`config.mk`:
```
export PLATFORM = sky130hd
export DESIGN_NAME = bpb_step
export DESIGN_NICKNAME = d
export VERILOG_FILES = /design/src/hdl/branch_predictor_bimodal_top_defines.svh /design/src/hdl/bpb_pkg.sv /design/src/hdl/bpb_step.sv
export SDC_FILE = /design/constraint.sdc
export NUM_CORES = 1
export LEC_CHECK = 0
export BUFFER_PORTS_ARGS = -buffer_cell sky130_fd_sc_hd__buf_4
export CAP_MARGIN = 5
export CORE_AREA = 3 3 114 116
export DETAILED_ROUTE_END_ITERATION = 6
export DIE_AREA = 0 0 117 119
export PLACE_DENSITY_LB_ADDON = 0.25
export SLEW_MARGIN = 0
export SYNTH_ARGS = -nofsm -noshare
export SYNTH_HDL_FRONTEND = slang
export SYNTH_SLANG_ARGS = --single-unit
```
`constraint.sdc`:
```
create_clock -name vclk -period 3
set_input_delay 0.15 -clock vclk [all_inputs]
set_output_delay 0.15 -clock vclk [all_outputs]
set_load 0.01 [all_outputs]
```
`src/hdl/branch_predictor_bimodal_top_defines.svh`:
```
// Assertion macros for the bimodal branch predictor.
// Used by branch_predictor_bimodal_top; expects signals clk and rst_n in scope.
`ifndef BRANCH_PREDICTOR_BIMODAL_TOP_DEFINES_SVH
`define BRANCH_PREDICTOR_BIMODAL_TOP_DEFINES_SVH

// Same-cycle implication, checked on every rising edge outside reset.
`define BPB_ASSERT_SAME(label, ante, cons, msg) \
  label: assert property (@(posedge clk) disable iff (!rst_n) (ante) |-> (cons)) \
    else $error(msg);

// Next-cycle implication, checked on every rising edge outside reset.
`define BPB_ASSERT_NEXT(label, ante, cons, msg) \
  label: assert property (@(posedge clk) disable iff (!rst_n) (ante) |=> (cons)) \
    else $error(msg);

`endif

```
`src/hdl/bpb_pkg.sv`:
```
// Package for the bimodal branch predictor: sizes, request and mode codes,
// table entry and statistics types, and the saturating increment.
// No dependencies.
`timescale 1ns / 1ps

package bpb_pkg;

  // Table geometry: indexed by the low PC bits, tagged with the rest.
  localparam int INDEX_BITS  = 10;
  localparam int TAG_BITS    = 32 - INDEX_BITS;
  localparam int TABLE_DEPTH = 1 << INDEX_BITS;

  // Stream widths.
  localparam int IN_TDATA_W  = 40;
  localparam int OUT_FIELD_W = 98;
  localparam int OUT_TDATA_W = 104;
  localparam int OUT_PAD_W   = OUT_TDATA_W - OUT_FIELD_W;

  // Request codes.
  localparam logic [1:0] REQ_PREDICT = 2'd0;
  localparam logic [1:0] REQ_UPDATE  = 2'd1;
  localparam logic [1:0] REQ_CLEAR   = 2'd2;

  // Predictor modes.
  localparam logic [1:0] MODE_STATIC_NT = 2'd0;
  localparam logic [1:0] MODE_STATIC_T  = 2'd1;
  localparam logic [1:0] MODE_ONE_BIT   = 2'd2;
  localparam logic [1:0] MODE_TWO_BIT   = 2'd3;

  // Counter values.
  localparam logic [1:0] CTR_STRONG_NT = 2'd0;
  localparam logic [1:0] CTR_WEAK_NT   = 2'd1;
  localparam logic [1:0] CTR_WEAK_T    = 2'd2;
  localparam logic [1:0] CTR_STRONG_T  = 2'd3;

  typedef struct packed {
    logic                valid;
    logic [TAG_BITS-1:0] tag;
    logic [1:0]          ctr;
  } entry_t;

  typedef struct packed {
    logic                  en;
    logic [INDEX_BITS-1:0] idx;
    entry_t                entry;
  } tbl_wr_t;

  typedef struct packed {
    logic [31:0] total;
    logic [31:0] right;
    logic [31:0] wrong;
  } stats_t;

  // Statistic counters hold at all ones.
  function automatic logic [31:0] sat_inc(input logic [31:0] v);
    return (v == 32'hFFFF_FFFF) ? v : v + 32'd1;
  endfunction

endpackage

```
`src/hdl/bpb_step.sv`:
```
// Per-request logic of the bimodal predictor: prediction, entry update and
// statistics for one request. Purely combinational. Depends on bpb_pkg.
`timescale 1ns / 1ps

module bpb_step
  import bpb_pkg::*;
(
  input  logic [1:0]  mode,
  input  logic [1:0]  req,
  input  logic [31:0] pc,
  input  logic        outcome,
  input  entry_t      entry,
  input  stats_t      stats,
  output tbl_wr_t     wr,
  output logic        pred,
  output logic        correct,
  output stats_t      stats_nxt
);

  always_comb begin
    logic [TAG_BITS-1:0] tag;
    logic                hit;
    logic [1:0]          ctr;

    tag = pc[31:INDEX_BITS];
    hit = entry.valid && (entry.tag == tag);
    ctr = entry.ctr;

    wr.en          = 1'b0;
    wr.idx         = pc[INDEX_BITS-1:0];
    wr.entry.valid = 1'b1;
    wr.entry.tag   = tag;
    wr.entry.ctr   = entry.ctr;
    pred           = 1'b0;
    correct        = 1'b0;
    stats_nxt      = stats;

    unique case (req)
      REQ_PREDICT: begin
        stats_nxt.total = sat_inc(stats.total);
        if (mode == MODE_STATIC_T) begin
          pred = 1'b1;
        end else if (mode == MODE_ONE_BIT || mode == MODE_TWO_BIT) begin
          // A miss installs a fresh not-taken entry.
          if (!hit) begin
            ctr = (mode == MODE_ONE_BIT) ? CTR_STRONG_NT : CTR_WEAK_NT;
          end
          wr.en        = !hit;
          wr.entry.ctr = ctr;
          pred         = (mode == MODE_ONE_BIT) ? (ctr != CTR_STRONG_NT) : ctr[1];
        end
      end
      REQ_UPDATE: begin
        unique case (mode)
          MODE_STATIC_NT: pred = 1'b0;
          MODE_STATIC_T:  pred = 1'b1;
          MODE_ONE_BIT: begin
            pred         = hit && (entry.ctr != CTR_STRONG_NT);
            wr.en        = 1'b1;
            wr.entry.ctr = {1'b0, outcome};
          end
          MODE_TWO_BIT: begin
            if (hit) begin
              // Step the counter towards the outcome, saturating at both ends.
              pred = entry.ctr[1];
              if (outcome) begin
                ctr = (entry.ctr == CTR_STRONG_T) ? entry.ctr : entry.ctr + 2'd1;
              end else begin
                ctr = (entry.ctr == CTR_STRONG_NT) ? entry.ctr : entry.ctr - 2'd1;
              end
            end else begin
              pred = 1'b0;
              ctr  = outcome ? CTR_WEAK_T : CTR_WEAK_NT;
            end
            wr.en        = 1'b1;
            wr.entry.ctr = ctr;
          end
          default: pred = 1'b0;
        endcase
        correct = (pred == outcome);
        if (correct) begin
          stats_nxt.right = sat_inc(stats.right);
        end else begin
          stats_nxt.wrong = sat_inc(stats.wrong);
        end
      end
      REQ_CLEAR: begin
        stats_nxt = '0;
      end
      default: begin
        stats_nxt = stats;
      end
    endcase
  end

endmodule
```
==> flow_metrics.py, run 1 <==
metrics = {
    "status": {
        "status": "completed",
    },
    "power": {
        "p_per_area_mw_per_mm2": 148.8,
        "total_leakage_power_nw": 2.506,
        "ir_drop_mv": 0.1168,
    },
    "timing": {
        "worst_pin_slew_ps": 607.8,
        "finalHoldViolCount": 0,
        "period_minus_slack_ps": 2740,
        "setup_viol": 0,
        "maxSlewHeadroom_pct": 59.39,
        "final.setup.tns_ps": 0,
        "timing_max_transition_violations_final": 0,
        "fmax_mhz": 365.0,
        "fin_crit_sh_pct": 91.33,
        "rsz0062_at_grt": "no",
    },
    "cts": {
        "cts_setup_buffers": 0,
        "postCtsHoldBufs": 0,
        "cts_resized": 0,
    },
    "die": {
        "die-area_mm2": 0.01392,
        "core_mm2": 0.01201,
        "start_util_pct": 31.77,
        "die_w_um": 117,
        "ios": 292,
        "fp.dieH_um": 119,
        "rows": 40,
    },
    "critical_path": {
        "cp_top_family": "simple AND/OR/NAND/NOR gates",
        "critPathRequiredTime_ps": 2850,
        "startpoint": "pc[31]",
        "worst_path_most_repeated_cell": "buf_4",
        "worstPathCellList": "buf_4 -> xnor2_1 -> o2111ai_1 -> nor4_4 -> mux2i_1 -> nand2_1 -> buf_4 -> or3_1 -> a21oi_1 -> buf_4",
        "cp_data_arrival_time_ps": 2590,
        "critical_path.max_stage_delay_ps": 420,
        "cp-start-kind": "input pin",
        "crit_fanout": 17,
        "criticalPathCategory": "in -> out",
        "cp_slowest_cell": "nor4_4",
        "cp.buffers_inverters": 3,
        "cp_num_cells": 10,
        "critPathCaptureType": "output pin",
    },
    "route": {
        "drt_iter0_markers": 416,
        "remaining_drc_errors": 0,
        "ant_nets": 0,
        "firstDrtPassIters": 5,
        "wl_per_cell_um": 16.11,
        "num_vias": 5467,
        "vias_per_cell": 5.607,
        "wl_um": 15710,
    },
    "logic_synthesis": {
        "synthXorXnorAreaFrac_pct": 5.508,
        "synth_adder_area_share_pct": 1.967,
        "ys.warnings.count": 0,
        "synth_top_family_by_area": "simple AND/OR/NAND/NOR gates",
        "ys_top_cells_by_area": "buf_4 7.3%, or4_1 6.9%, nand3_1 6.8%",
        "synth_compound_area_share_pct": 27.11,
        "yosys.area_share.simple_pct": 48.46,
        "synth-seq-area-share_pct": 0,
        "synthMuxAreaShare_pct": 3.934,
        "syn_area_per_cell_um2": 6.277,
        "syn_area_mm2": 0.003816,
        "netlist_instances": 608,
        "yosysTopAreaCellShare_pct": 7.279,
        "synth_largest_area_cell": "buf_4",
        "synth_nets": 772,
        "synth_cell_type_count": 58,
    },
    "global_route": {
        "grt_pass1_vias": 4858,
        "grtUsageTotal_pct": 20.75,
        "antenna_found_initial": 0,
        "globalRouteOverflowTotal": 0,
        "grt_max_degree": 50,
        "grt_pass1_wl_um": 24580,
    },
    "cells_and_area": {
        "n_clock_buffer": 0,
        "final_cell_mix": "289 x buf_4, 65 x nand2_1, 52 x nand3_1",
        "diodes": 0,
        "nets": 994,
        "layoutNonFillerInstCount": 975,
        "n_sequential_cell": 0,
        "synthToLayoutAreaGrowth_pct": 50.95,
        "layout-drive-gt1-share_pct": 37.44,
        "layout_commonest_cell": "buf_4",
        "regArea_um2": 0,
    },
    "job": {
        "drv_cap": 0,
    },
    "worst_hold_path": {
        "timing.hold.worst.start": "pc[0]",
        "hold_class": "in -> out",
        "whs_path_depth": 0,
    },
    "placed_design": {
        "dpl.hpwl_um": 13050,
        "numPortBuffers": 271,
        "place.gp.congestion": 0.8567,
        "dp_cells": 975,
    },
}
## layer usage
| layer | up-vias | wire length (µm) | GRT usage, % |
|---|---|---|---|
| li1 | 2768 | - | - |
| met1 | 2460 | 6651 | 27.68 |
| met2 | 219 | 7371 | 35.95 |
| met3 | 20 | 1544 | 3.608 |
| met4 | 0 | 137 | 1.864 |
| met5 | - | 0 | 0 |
## through the flow
step                      area (µm²)  util [%]  hold WS, ps  setup slack [ps]   power, W
after floorplan                 3816         -        383.9             594.8  0.0004058
after global placement          5761     47.96        300.1             312.5  0.0008544
after detailed placement        5761     47.96        300.1             262.3  0.0008573
after global routing            5761     47.96        300.0             16.19  0.0009414
after CTS                       5761     47.96        300.1             250.4  0.0008614
final                           5761     47.96        300.0             260.2  0.0008570
## Yosys cell counts (6+ instances only)
library cell   n
mux2i_1       15
nor2_1        25
nand3_1       52
nand2b_1       7
a21oi_1       42
and4_1        12
or4_1         35
nor3_1         9
or3_1         29
a31oi_1        6
inv_1         15
and3_1        19
clkbuf_1      25
nand2_1       65
o31ai_1       25
nand4_1       29
buf_4         37
o21ai_1        9
o211ai_1      26
ha_1           6
o21ai_0       31
xnor2_1       21
## logic make-up (layout without fill, tap and decap cells)
logic type	after synthesis	in the layout
fa+ha+maj	6	6
mux	15	15
other cells	1	1
compound gates	161	161
simple gates	316	316
buf+inv	85	305
xor+xnor	24	24
## where the power goes
group / switching, W / total, W / internal (W)
clock: 0 / 0 / 0
sequential: 0 / 0 / 0
combinational: 0.000442 / 0.000857 / 0.000415
## path summary, 6_finish.rpt
| check | endpoint |
|---|---|
| worst max-delay path | stats_nxt[40] |
| worst min-delay path | wr[25] |
## layout make-up
class                      instances  area [µm²]
fill                            1293        6251
inverter                          15       56.30
tap                              147       183.9
timing repair buffer             290        2190
multi-input combinational        523        3331
(Power assumes the default switching activity.)
==> run 2: changes to the inputs <==
- BUFFER_PORTS_ARGS: -buffer_cell sky130_fd_sc_hd__buf_4 -> -buffer_cell sky130_fd_sc_hd__buf_2
==> flow_metrics.py, run 2 (synthesis results as in run 1) <==
metrics = {
    "status": {
        "status": "completed",
    },
    "job": {
        "drv_cap": 0,
    },
    "cells_and_area": {
        "nFillCells": 1333,
        "nets": 994,
        "n_sequential_cell": 0,
        "layout_commonest_cell": "buf_2",
        "multi_input_area_mm2": 0.003337,
        "n_clock_buffer": 0,
        "layout-drive-gt1-share_pct": 37.68,
        "synthToLayoutAreaGrowth_pct": 33.34,
        "layoutNonFillerInstCount": 975,
        "diodes": 0,
        "final_cell_mix": "271 x buf_2, 64 x nand2_1, 52 x nand3_1",
        "regArea_um2": 0,
    },
    "power": {
        "switching_share_pct": 59.58,
        "p_total_w": 0.0007223,
        "switchingPower_w": 0.0004304,
        "p_per_area_mw_per_mm2": 141.9,
        "pwr-share-seq_pct": 0,
        "total_leakage_power_nw": 2.307,
        "combPwrFrac_pct": 100.0,
        "ir_drop_mv": 0.07333,
        "intPower_w": 0.0002919,
        "pwr-share-clk_pct": 0,
    },
    "global_route": {
        "grt_max_degree": 50,
        "globalRouteOverflowTotal": 0,
        "use_met1_pct": 25.41,
        "antenna_found_initial": 0,
        "use_met2_pct": 33.96,
        "grtUsageTotal_pct": 19.30,
        "top_usage_layer": "met2",
        "grt_pass1_vias": 4692,
        "met3_usage_pct": 3.049,
        "grt_pass1_wl_um": 22990,
    },
    "die": {
        "core_mm2": 0.01201,
        "fp.dieH_um": 119,
        "ios": 292,
        "die_w_um": 117,
        "die-area_mm2": 0.01392,
        "start_util_pct": 31.77,
        "rows": 40,
    },
    "route": {
        "wl_per_cell_um": 15.42,
        "num_vias": 5484,
        "ant_nets": 0,
        "vias_per_cell": 5.625,
        "remaining_drc_errors": 0,
        "firstDrtPassIters": 5,
        "wl_um": 15040,
        "drt_iter0_markers": 340,
    },
    "timing": {
        "rsz0062_at_grt": "no",
        "timing_max_transition_violations_final": 0,
        "final.setup.tns_ps": 0,
        "setup_viol": 0,
        "hold_ws_ps": 300.0,
        "fmax_mhz": 359.1,
        "worst_pin_slew_ps": 584.7,
        "finalHoldViolCount": 0,
        "period_minus_slack_ps": 2784,
        "fin_crit_sh_pct": 92.81,
        "maxSlewHeadroom_pct": 60.94,
    },
    "critical_path": {
        "cp-start-kind": "input pin",
        "critPathRequiredTime_ps": 2850,
        "criticalPathCategory": "in -> out",
        "cp_data_arrival_time_ps": 2630,
        "crit_fanout": 22,
        "critPathCaptureType": "output pin",
    },
    "placed_design": {
        "place.gp.congestion": 0.8368,
        "dpl.hpwl_um": 12650,
        "numPortBuffers": 271,
        "dp_cells": 974,
    },
    "cts": {
        "postCtsHoldBufs": 0,
    },
    "worst_hold_path": {
        "hold_class": "in -> out",
    },
}
[run 2: repair_timing]
action | CTS | global route
resized for setup | 0 | 2
setup buffers | 0 | 1
endpoints found under the setup margin | 0 | 13
[run 2: final cells by class]
class / count / area share (%)
Multi-Input combinational cell: 523 / 65.58
Timing Repair Buffer: 290 / 29.70
Inverter: 15 / 1.106
Tap cell: 147 / 3.614
[run 2: worst max-delay path, stage by stage]
cell	delay (ps)
buf_2	130
xnor2_1	140
nand4_1	180
nor4_4	300
buf_4	170
mux2i_2	320
nand3_2	240
buf_4	260
or4_1	470
o21ai_1	100
buf_2	150
[run 2: metrics by stage]
stage               setup slack [ps]  util, %  cell area, µm²
floorplan                      594.8        -            3816
global placement               249.3    42.25            5075
detailed placement             217.7    42.25            5075
CTS                            208.5    42.25            5075
global route                   6.575    42.36            5089
finish                         215.6    42.36            5089
[run 2: path summary, 6_finish.rpt]
path              startpoint            end  slack (ps)  depth (start not counted)
setup / recovery      pc[23]  stats_nxt[45]         220                         11
hold / removal         pc[0]         wr[25]         300                          0
[run 2: power groups by stage]
stage               Combinational [W]  Clock, W  Sequential (W)
detailed placement           0.000722         0               0
global route                 0.000801         0               0
global placement             0.000722         0               0
finish                       0.000722         0               0
floorplan                    0.000406         0               0
CTS                          0.000726         0               0
[run 2: metal layers]
| metal | up-vias | routed length [µm] |
|---|---|---|
| met5 | - | 0 |
| met4 | 0 | 125 |
| met3 | 14 | 1162 |
| met2 | 200 | 7132 |
| met1 | 2499 | 6619 |
| li1 | 2771 | - |
